===== src/ekfsd_pkg.sv =====
`timescale 1ns / 1ps
// ----------------------------------------------------------------------------
// ekfsd_pkg: shared definitions for the K-line frame sync decoder
// Constants of the start sequence and frame decoding, register indexes,
// default sizes and the result record passed from the core to the top level.
// ----------------------------------------------------------------------------
package ekfsd_pkg;

	// Default sizes of the start sequence, frame window and speed averaging.
	localparam int START_SEQ_LEN_DEF = 61;
	localparam int FRAME_LEN_DEF     = 5;
	localparam int SPEED_SAMPLES_DEF = 8;

	// Protocol and scaling constants.
	localparam logic [7:0]  START_BYTE     = 8'h3E;
	localparam logic [7:0]  DIAG_BYTE      = 8'hCD;
	localparam logic [5:0]  RPM_SCALE      = 6'd50;
	localparam logic [7:0]  COOLANT_OFFSET = 8'd30;
	localparam logic [7:0]  TOP_SPEED_INIT = 8'd10;

	// Configuration register map.
	localparam int          CFG_IDX_W         = 2;
	localparam int          TIMER_W           = 24;
	localparam logic [CFG_IDX_W-1:0] CFG_OFF_TIMEOUT = 2'd0;
	localparam logic [CFG_IDX_W-1:0] CFG_TIMEOUT_DIS = 2'd1;
	localparam logic [TIMER_W-1:0]   OFF_TIMEOUT_RST = 24'd5000;

	// Width of the packed result beat.
	localparam int OUT_DATA_W = 56;

	// One result item.
	typedef struct packed {
		logic        went_off;
		logic [7:0]  peak_speed;
		logic [7:0]  error_code;
		logic [7:0]  coolant_value;
		logic        speed_new;
		logic [7:0]  speed_value;
		logic [13:0] rpm_value;
		logic        link_running;
		logic        diag_mode;
		logic        frame_ok;
	} result_t;

endpackage


===== src/ekfsd_core.sv =====
`timescale 1ns / 1ps
// ----------------------------------------------------------------------------
// ekfsd_core: link state and frame decoding
// Holds the link phase, sliding byte window, silence timer and measurement
// registers, and updates them for one byte or tick per step.
// ----------------------------------------------------------------------------
module ekfsd_core #(
	parameter int START_SEQ_LEN = ekfsd_pkg::START_SEQ_LEN_DEF,
	parameter int FRAME_LEN     = ekfsd_pkg::FRAME_LEN_DEF,
	parameter int SPEED_SAMPLES = ekfsd_pkg::SPEED_SAMPLES_DEF
) (
	input  logic                            clk,
	input  logic                            arst_n,
	input  logic                            step,
	input  logic                            cmd,
	input  logic [7:0]                      rx_byte,
	input  logic [ekfsd_pkg::TIMER_W-1:0]   off_timeout_ticks,
	input  logic                            timeout_disable,
	output ekfsd_pkg::result_t              result
);

	localparam int CNT_MAX = (START_SEQ_LEN > FRAME_LEN) ? START_SEQ_LEN : FRAME_LEN;
	localparam int CNT_W   = $clog2(CNT_MAX + 1);
	localparam int IDX_W   = $clog2(SPEED_SAMPLES + 1);
	localparam int TW      = ekfsd_pkg::TIMER_W;

	typedef enum logic [2:0] {
		PH_IDLE  = 3'b001,
		PH_START = 3'b010,
		PH_RUN   = 3'b100
	} phase_t;

	phase_t           phase_q, phase_d;
	logic             diag_q, diag_d;
	logic [7:0]       win_q [FRAME_LEN];
	logic [7:0]       win_d [FRAME_LEN];
	logic [CNT_W-1:0] cnt_q, cnt_d, cnt_inc;
	logic [TW-1:0]    timer_q, timer_d, timer_inc;
	logic             armed_q, armed_d;
	logic [7:0]       ssum_q, ssum_d;
	logic [IDX_W-1:0] sidx_q, sidx_d;
	logic [IDX_W:0]   sidx_inc;
	logic [7:0]       speed_q, speed_d;
	logic [13:0]      rpm_q, rpm_d;
	logic [7:0]       cool_q, cool_d;
	logic [7:0]       err_q, err_d;
	logic [7:0]       top_q, top_d;
	logic [7:0]       peak_q, peak_d;
	logic [7:0]       fb0, fb1, fb2, fb3;
	logic [7:0]       chk_sum, any_bits;
	logic             frame_ok, speed_new, went_off;

	assign cnt_inc   = cnt_q + CNT_W'(1);
	assign timer_inc = (timer_q != {TW{1'b1}}) ? timer_q + TW'(1) : timer_q;
	assign sidx_inc  = {1'b0, sidx_q} + (IDX_W+1)'(1);

	// Next state for one byte or tick.
	always_comb begin
		phase_d   = phase_q;
		diag_d    = diag_q;
		win_d     = win_q;
		cnt_d     = cnt_q;
		timer_d   = timer_q;
		armed_d   = armed_q;
		ssum_d    = ssum_q;
		sidx_d    = sidx_q;
		speed_d   = speed_q;
		rpm_d     = rpm_q;
		cool_d    = cool_q;
		err_d     = err_q;
		top_d     = top_q;
		peak_d    = peak_q;
		frame_ok  = 1'b0;
		speed_new = 1'b0;
		went_off  = 1'b0;
		chk_sum   = '0;
		any_bits  = '0;
		fb0       = '0;
		fb1       = '0;
		fb2       = '0;
		fb3       = '0;

		if (cmd) begin
			// Tick: count silence and drop the link on timeout.
			if (armed_q) begin
				timer_d = timer_inc;
				if (!timeout_disable && (timer_inc > off_timeout_ticks)) begin
					phase_d  = PH_IDLE;
					diag_d   = 1'b0;
					for (int k = 0; k < FRAME_LEN; k++) win_d[k] = '0;
					cnt_d    = '0;
					timer_d  = '0;
					armed_d  = 1'b0;
					went_off = 1'b1;
				end
			end
		end else begin
			timer_d = '0;
			armed_d = 1'b1;
			case (phase_q)
				PH_RUN: begin
					// Slide or fill the window.
					if (cnt_q >= CNT_W'(FRAME_LEN)) begin
						for (int k = 0; k < FRAME_LEN - 1; k++) win_d[k] = win_q[k+1];
						win_d[FRAME_LEN-1] = rx_byte;
					end else begin
						for (int k = 0; k < FRAME_LEN; k++) begin
							if (cnt_q == CNT_W'(k)) win_d[k] = rx_byte;
						end
						cnt_d = cnt_inc;
					end
					// Checksum over the window contents.
					for (int k = 0; k < FRAME_LEN; k++) begin
						any_bits = any_bits | win_d[k];
						if (k < FRAME_LEN - 1) chk_sum = chk_sum + win_d[k];
						if (k == 0) fb0 = win_d[k];
						if (k == 1) fb1 = win_d[k];
						if (k == 2) fb2 = win_d[k];
						if (k == 3) fb3 = win_d[k];
					end
					if ((cnt_d == CNT_W'(FRAME_LEN)) && (any_bits != '0) &&
					    (chk_sum == win_d[FRAME_LEN-1])) begin
						frame_ok = 1'b1;
						if (!diag_q) begin
							// Peak is taken before this frame's speed update.
							if (speed_q > top_q) begin
								top_d  = speed_q;
								peak_d = speed_q;
							end
							rpm_d  = 14'(fb0) * 14'(ekfsd_pkg::RPM_SCALE);
							ssum_d = ssum_q + fb1;
							sidx_d = sidx_inc[IDX_W-1:0];
							if (sidx_inc >= (IDX_W+1)'(SPEED_SAMPLES)) begin
								speed_d   = ssum_q + fb1;
								ssum_d    = '0;
								sidx_d    = '0;
								speed_new = 1'b1;
							end
							err_d  = fb2;
							cool_d = fb3 - ekfsd_pkg::COOLANT_OFFSET;
						end
						for (int k = 0; k < FRAME_LEN; k++) win_d[k] = '0;
						cnt_d = '0;
					end
				end
				PH_START: begin
					cnt_d = cnt_inc;
					if (cnt_inc >= CNT_W'(START_SEQ_LEN)) begin
						diag_d  = (rx_byte == ekfsd_pkg::DIAG_BYTE);
						phase_d = PH_RUN;
						cnt_d   = '0;
						for (int k = 0; k < FRAME_LEN; k++) win_d[k] = '0;
					end
				end
				PH_IDLE: begin
					if (rx_byte == ekfsd_pkg::START_BYTE) begin
						phase_d = PH_START;
						cnt_d   = CNT_W'(1);
					end
				end
				default: begin
					phase_d = PH_IDLE;
				end
			endcase
		end
	end

	// Result fields show the state after this item.
	always_comb begin
		result.frame_ok      = frame_ok;
		result.diag_mode     = diag_d;
		result.link_running  = (phase_d == PH_RUN);
		result.rpm_value     = rpm_d;
		result.speed_value   = speed_d;
		result.speed_new     = speed_new;
		result.coolant_value = cool_d;
		result.error_code    = err_d;
		result.peak_speed    = peak_d;
		result.went_off      = went_off;
	end

	// State registers.
	always_ff @(posedge clk or negedge arst_n) begin
		if (!arst_n) begin
			phase_q <= PH_IDLE;
			diag_q  <= 1'b0;
			for (int k = 0; k < FRAME_LEN; k++) win_q[k] <= '0;
			cnt_q   <= '0;
			timer_q <= '0;
			armed_q <= 1'b0;
			ssum_q  <= '0;
			sidx_q  <= '0;
			speed_q <= '0;
			rpm_q   <= '0;
			cool_q  <= '0;
			err_q   <= '0;
			top_q   <= ekfsd_pkg::TOP_SPEED_INIT;
			peak_q  <= '0;
		end else if (step) begin
			phase_q <= phase_d;
			diag_q  <= diag_d;
			win_q   <= win_d;
			cnt_q   <= cnt_d;
			timer_q <= timer_d;
			armed_q <= armed_d;
			ssum_q  <= ssum_d;
			sidx_q  <= sidx_d;
			speed_q <= speed_d;
			rpm_q   <= rpm_d;
			cool_q  <= cool_d;
			err_q   <= err_d;
			top_q   <= top_d;
			peak_q  <= peak_d;
		end
	end

endmodule


===== src/ecu_kline_frame_sync_decoder_unit.sv =====
`timescale 1ns / 1ps
// ----------------------------------------------------------------------------
// ecu_kline_frame_sync_decoder_unit: K-line frame sync and decoder
// Pipeline: an accepted input beat passes the input register, then is decoded
// into the output register as the link state is updated.
// Throughput: one beat per cycle while the result sink keeps up.
// Reset: asynchronous, clears the link, window and measurements at once;
// the timeout register resets to 5000 ticks with the timeout enabled.
// ----------------------------------------------------------------------------
module ecu_kline_frame_sync_decoder_unit #(
	parameter int START_SEQ_LEN = ekfsd_pkg::START_SEQ_LEN_DEF,
	parameter int FRAME_LEN     = ekfsd_pkg::FRAME_LEN_DEF,
	parameter int SPEED_SAMPLES = ekfsd_pkg::SPEED_SAMPLES_DEF
) (
	input  logic                                clk,
	input  logic                                arst_n,
	// Input stream.
	input  logic                                s_axis_tvalid,
	output logic                                s_axis_tready,
	input  logic [7:0]                          s_axis_tdata,  // [7:0] rx_byte
	input  logic                                s_axis_tuser,  // [0] cmd
	// Result stream.
	output logic                                m_axis_tvalid,
	input  logic                                m_axis_tready,
	// [0] frame_ok, [1] diag_mode, [2] link_running, [16:3] rpm_value,
	// [24:17] speed_value, [25] speed_new, [33:26] coolant_value,
	// [41:34] error_code, [49:42] peak_speed, [50] went_off, [55:51] zero
	output logic [ekfsd_pkg::OUT_DATA_W-1:0]    m_axis_tdata,
	// Configuration write channel.
	input  logic                                cfg_valid,
	output logic                                cfg_ready,
	input  logic [ekfsd_pkg::CFG_IDX_W-1:0]     cfg_index,
	input  logic [ekfsd_pkg::TIMER_W-1:0]       cfg_data
);

	localparam int RES_W = $bits(ekfsd_pkg::result_t);

	logic                           valid_s1;
	logic                           cmd_s1;
	logic [7:0]                     byte_s1;
	logic                           advance;
	logic                           out_valid_q;
	ekfsd_pkg::result_t             out_q;
	ekfsd_pkg::result_t             res;
	logic [ekfsd_pkg::TIMER_W-1:0]  off_timeout_q;
	logic                           timeout_dis_q;

	// The input stage moves on when the output register is free or draining.
	assign advance       = valid_s1 && (!out_valid_q || m_axis_tready);
	assign s_axis_tready = !valid_s1 || advance;
	assign cfg_ready     = 1'b1;

	// Configuration registers.
	always_ff @(posedge clk or negedge arst_n) begin
		if (!arst_n) begin
			off_timeout_q <= ekfsd_pkg::OFF_TIMEOUT_RST;
			timeout_dis_q <= 1'b0;
		end else if (cfg_valid) begin
			if (cfg_index == ekfsd_pkg::CFG_OFF_TIMEOUT) off_timeout_q <= cfg_data;
			if (cfg_index == ekfsd_pkg::CFG_TIMEOUT_DIS) timeout_dis_q <= cfg_data[0];
		end
	end

	// Input register.
	always_ff @(posedge clk or negedge arst_n) begin
		if (!arst_n) begin
			valid_s1 <= 1'b0;
		end else if (s_axis_tready) begin
			valid_s1 <= s_axis_tvalid;
		end
	end

	always_ff @(posedge clk) begin
		if (s_axis_tready && s_axis_tvalid) begin
			cmd_s1  <= s_axis_tuser;
			byte_s1 <= s_axis_tdata;
		end
	end

	ekfsd_core #(
		.START_SEQ_LEN (START_SEQ_LEN),
		.FRAME_LEN     (FRAME_LEN),
		.SPEED_SAMPLES (SPEED_SAMPLES)
	) u_core (
		.clk               (clk),
		.arst_n            (arst_n),
		.step              (advance),
		.cmd               (cmd_s1),
		.rx_byte           (byte_s1),
		.off_timeout_ticks (off_timeout_q),
		.timeout_disable   (timeout_dis_q),
		.result            (res)
	);

	// Output register.
	always_ff @(posedge clk or negedge arst_n) begin
		if (!arst_n) begin
			out_valid_q <= 1'b0;
		end else if (advance) begin
			out_valid_q <= 1'b1;
		end else if (m_axis_tready) begin
			out_valid_q <= 1'b0;
		end
	end

	// The held reading starts from the reset measurements.
	always_ff @(posedge clk or negedge arst_n) begin
		if (!arst_n) begin
			out_q <= '0;
		end else if (advance) begin
			out_q <= res;
		end
	end

	assign m_axis_tvalid = out_valid_q;
	assign m_axis_tdata  = {(ekfsd_pkg::OUT_DATA_W - RES_W)'(0), out_q};

	// A timeout beat leaves the link down and reports no frame.
	assert property (@(posedge clk) disable iff (!arst_n)
		out_valid_q && out_q.went_off |-> !out_q.link_running && !out_q.diag_mode
		&& !out_q.frame_ok)
		else $error("timeout beat shows an active link or a frame");

	// A fresh speed value only comes with an accepted frame.
	assert property (@(posedge clk) disable iff (!arst_n)
		out_valid_q && out_q.speed_new |-> out_q.frame_ok && out_q.link_running)
		else $error("speed refreshed without a frame");

	// Measurements change only on a normal-mode frame.
	assert property (@(posedge clk) disable iff (!arst_n)
		advance && !res.frame_ok |=> $stable(out_q.rpm_value) && $stable(out_q.peak_speed))
		else $error("measurements changed without a frame");

	// A result is never overwritten while it waits for the sink.
	assert property (@(posedge clk) disable iff (!arst_n)
		out_valid_q && !m_axis_tready |-> !advance)
		else $error("stalled result overwritten");

endmodule


===== config.mk =====
export PLATFORM = sky130hd
export DESIGN_NAME = ecu_kline_frame_sync_decoder_unit
export DESIGN_NICKNAME = d
export VERILOG_FILES = /design/src/ekfsd_pkg.sv /design/src/ekfsd_core.sv /design/src/ecu_kline_frame_sync_decoder_unit.sv
export SDC_FILE = /design/constraint.sdc
export NUM_CORES = 1
export LEC_CHECK = 0
export BUFFER_PORTS_ARGS = -buffer_cell sky130_fd_sc_hd__buf_2
export CAP_MARGIN = 20
export CORE_MARGIN = 1.5
export CORE_UTILIZATION = 28
export CTS_BUF_LIST = sky130_fd_sc_hd__clkbuf_16
export DETAILED_ROUTE_END_ITERATION = 10
export SLEW_MARGIN = 20
export SYNTH_ARGS = -nofsm -noshare
export SYNTH_HDL_FRONTEND = slang
export SYNTH_SLANG_ARGS = --single-unit

===== constraint.sdc =====
create_clock -name clk -period 15.7 [get_ports clk]
set_input_delay 0 -clock clk [delete_from_list [all_inputs] [get_ports clk]]
set_output_delay 0 -clock clk [all_outputs]
set_load 0.02 [all_outputs]

==> qor.csv <==
metric;value;unit
syn_area;0.01164;mm²
cts_buffer_depth;2;
maxSlewViolCount;0;
ys_seq_elements;174;
skew;0.01186;ns
first_pass_iters;5;
initial_utilization;0.2845;
r2r_cells;22;
synth_ff_type;dfrtp_1;
ys_types;77;
place_inst;1777;
ant_nets;0;
cts.sinks;174;
ir_drop;0.06906;mV
seq_area_frac_synth;0.3786;
outcome;finished clean;
synth-warning-count;0;
cp.required;16.09;ns
drt_iter0_markers;582;
synth_common_cells;157 x dfrtp_1, 104 x ha_1, 104 x nand2_1;
post_cts_buffers;0;
p_leak;6.834;nW
track_usage;0.1460;
synth_edf_count;9;
grt_pass1_wl;48730;µm
numCtsBuffers;17;
slowest_stage;o21a_2;
grt_max_degree;99;
die_h;206.9;µm
area_delta_synth_final;15.61;%
first_global_vias;9149;
via_count;9190;
worstMarginPinSlew;1.024;ns
nets;1453;
finalCritPeriodShare;0.4950;
io_buffers;91;
critPathKind;register to register;
rsz0062_at_grt;false;
period_minus_slack;7.771;ns
start_kind;register;
ctsResizeCount;0;
yosysMostFrequentCell;dfrtp_1;
synth.area.top_cells;dfrtp_1 34%, ha_1 11%, o21ai_0 3.7%;
drc_errors;0;
synth-async-reset-ratio;0.9483;
cts.htree.levels;4;
hp-class;input port to register;
netlist.area_leader.share;0.3374;
end_kind;register;
yosysTopAreaCell;dfrtp_1;
dieArea;0.04282;mm²
relSlewSlack;0.3176;
finalSetupTns;0;ns
worstHoldPathCells;5;
layout-drive-gt1-share;0.1407;
die_w;206.9;µm
final_hold_viol_count;0;
cts_root_buf;clkbuf_16;
post-dp-hpwl;22060;µm
cp_cell_sequence;nor4_4 -> nand2_1 -> mux2i_1 -> o21ai_0 -> inv_1 -> fa_1 -> inv_1 -> fa_1 -> a21o_1 -> a21oi_1 -> xnor2_1 -> ha_1 -> and3_1 -> a2111oi_0 -> a21oi_1 -> xor2_1 -> nand2_1 -> nor2_1 -> a2111oi_2 -> and2_1 -> o21a_2 -> a32o_1;
finalNonFillerCells;1847;
io_pins;99;
max_cap_violations;0;
avgSynthCellArea;9.672;µm²
synthesis.instances;1204;
finalWirelength;30330;µm
std_cell_rows;74;
slowest_delay;0.74;ns
worstSkewPairLatency;0.45;ns
setup_viol;0;
arrival;8.16;ns
path_clk_slew;0.07;ns
powerDensity;90.12;mW/mm²
cp.buffers_inverters;2;
core-area;0.04092;mm²
antenna_cells;0;
cts.hold.buffers_added;38;
vias_per_cell;4.976;
worst-path-stages;22;
max_freq;128.7;MHz
wl_per_cell;16.42;µm
critPathMaxFanout;39;
cts_tree;built;
path_delay_family;compound AO/OA/AOI/OAI gates;
antenna_found_initial;0;
gp_congestion;0.8613;
grt-ovfl-total;0;
[per-layer routing]
metal | up-vias | GRT usage | routed length [µm] | share of wire
met3 | 39 | 0.03140 | 1499 | 0.049
met1 | 4462 | 0.1944 | 14290 | 0.47
met5 | - | 0 | 0 | 0
met4 | 0 | 0.04573 | 612 | 0.020
met2 | 237 | 0.2358 | 13920 | 0.46
li1 | 4452 | - | - | -
[layout by cell type, fill, tap and decap left out, types with 5 or more instances in the layout]
| cell type | count |
|---|---|
| buf_4 | 13 |
| ha_1 | 104 |
| or3_1 | 6 |
| dfrtp_1 | 157 |
| xnor2_1 | 46 |
| nand3_1 | 22 |
| nor2_1 | 58 |
| fa_1 | 7 |
| dlygate4sd3_1 | 38 |
| xor2_1 | 21 |
| dfstp_2 | 8 |
| edfxtp_1 | 9 |
| conb_1 | 7 |
| mux2_2 | 30 |
| nor3_1 | 17 |
| mux2i_1 | 33 |
| mux2_1 | 22 |
| and2_1 | 8 |
| and3_1 | 14 |
| a21oi_1 | 65 |
| inv_1 | 89 |
| a21o_1 | 28 |
| a32o_1 | 8 |
| nand2b_1 | 19 |
| nand4_1 | 15 |
| a22o_1 | 40 |
| nand2_1 | 104 |
| or2_2 | 5 |
| nor4_1 | 9 |
| nor2b_1 | 18 |
| clkbuf_16 | 17 |
| o31ai_1 | 15 |
| buf_2 | 90 |
| o21ai_0 | 85 |
[worst reg2reg max path: cells and delay by family (launching register included)]
| kind | cells | cell delay (ns) |
|---|---|---|
| mux | 1 | 0.20 |
| flops | 1 | 0.51 |
| buf+inv | 2 | 0.26 |
| compound gates | 8 | 3.42 |
| simple gates | 6 | 1.58 |
| xor+xnor | 2 | 0.41 |
| fa+ha+maj | 3 | 1.33 |
[through the flow]
step	worst slack [ns]	power [mW]	utilization	hold slack, ns	instance area [µm²]
after CTS	7.952	1.231	0.3290	0.08662	13460
after global placement	8.115	0.8041	0.3066	0.1810	12550
after floorplan	8.919	0.7249	-	-0.2956	11660
after global routing	7.442	1.295	0.3290	0.1404	13460
after detailed placement	7.984	0.8111	0.3066	0.1796	12550
final	7.929	1.213	0.3290	0.1038	13460
[sequential cells by signal (all words and copies together), names as in the netlist, 4 cells and up]
name            cells
off_timeout_q      24
u_core.win_q       40
u_core.sidx_q       4
m_axis_tdata        4
u_core.cool_q       8
byte_s1             8
u_core.err_q        8
u_core.speed_q      8
u_core.timer_q     24
u_core.cnt_q        6
u_core.rpm_q       13
u_core.top_q        8
u_core.ssum_q       8
[final timing paths]
path,slack (ns),end,startpoint
worst max register to register,7.93,u_core.win_q[6]$_DFFE_PN0P_,u_core.cnt_q[2]$_DFFE_PN0P_
worst max-delay path,7.93,u_core.win_q[6]$_DFFE_PN0P_,u_core.cnt_q[2]$_DFFE_PN0P_
worst min register to register,0.48,m_axis_tdata[25]$_DFFE_PN0P_,m_axis_tdata[25]$_DFFE_PN0P_
min in group asynchronous,0.19,off_timeout_q[16]$_DFFE_PN0P_,arst_n
worst min-delay path,0.10,off_timeout_q[9]$_DFFE_PN1P_,cfg_index[1]
max in group asynchronous,14.06,u_core.rpm_q[13]$_DFFE_PN0P_,arst_n
[area by class of cell]
| type | count | area, µm² |
|---|---|---|
| clock buffer | 17 | 425.4 |
| timing repair buffer | 142 | 939.7 |
| inverter | 84 | 315.3 |
| tap | 532 | 665.6 |
| fill | 4234 | 27460 |
| clock inverter | 15 | 110.1 |
| sequential | 174 | 4409 |
| multi-input combinational | 883 | 6598 |
[cells by family after synthesis]
group,Yosys count,synth area share
and+or+nand+nor,313,0.1332
AOI/OAI and AO/OA,297,0.1713
DFF,174,0.3786
buffers and inverters,152,0.05748
adders and majority gates,111,0.1238
muxes,85,0.07865
xor gates and xnor gates,70,0.05630
other,2,0.0006449
[power breakdown]
part / leakage [nW] / internal [mW] / switching [mW] / total [mW]
clock: 0.271 / 0.215 / 0.190 / 0.405
sequential: 2.30 / 0.468 / 0.0126 / 0.481
combinational: 4.26 / 0.143 / 0.185 / 0.328
Note: power is estimated with default switching activity, not from simulation.
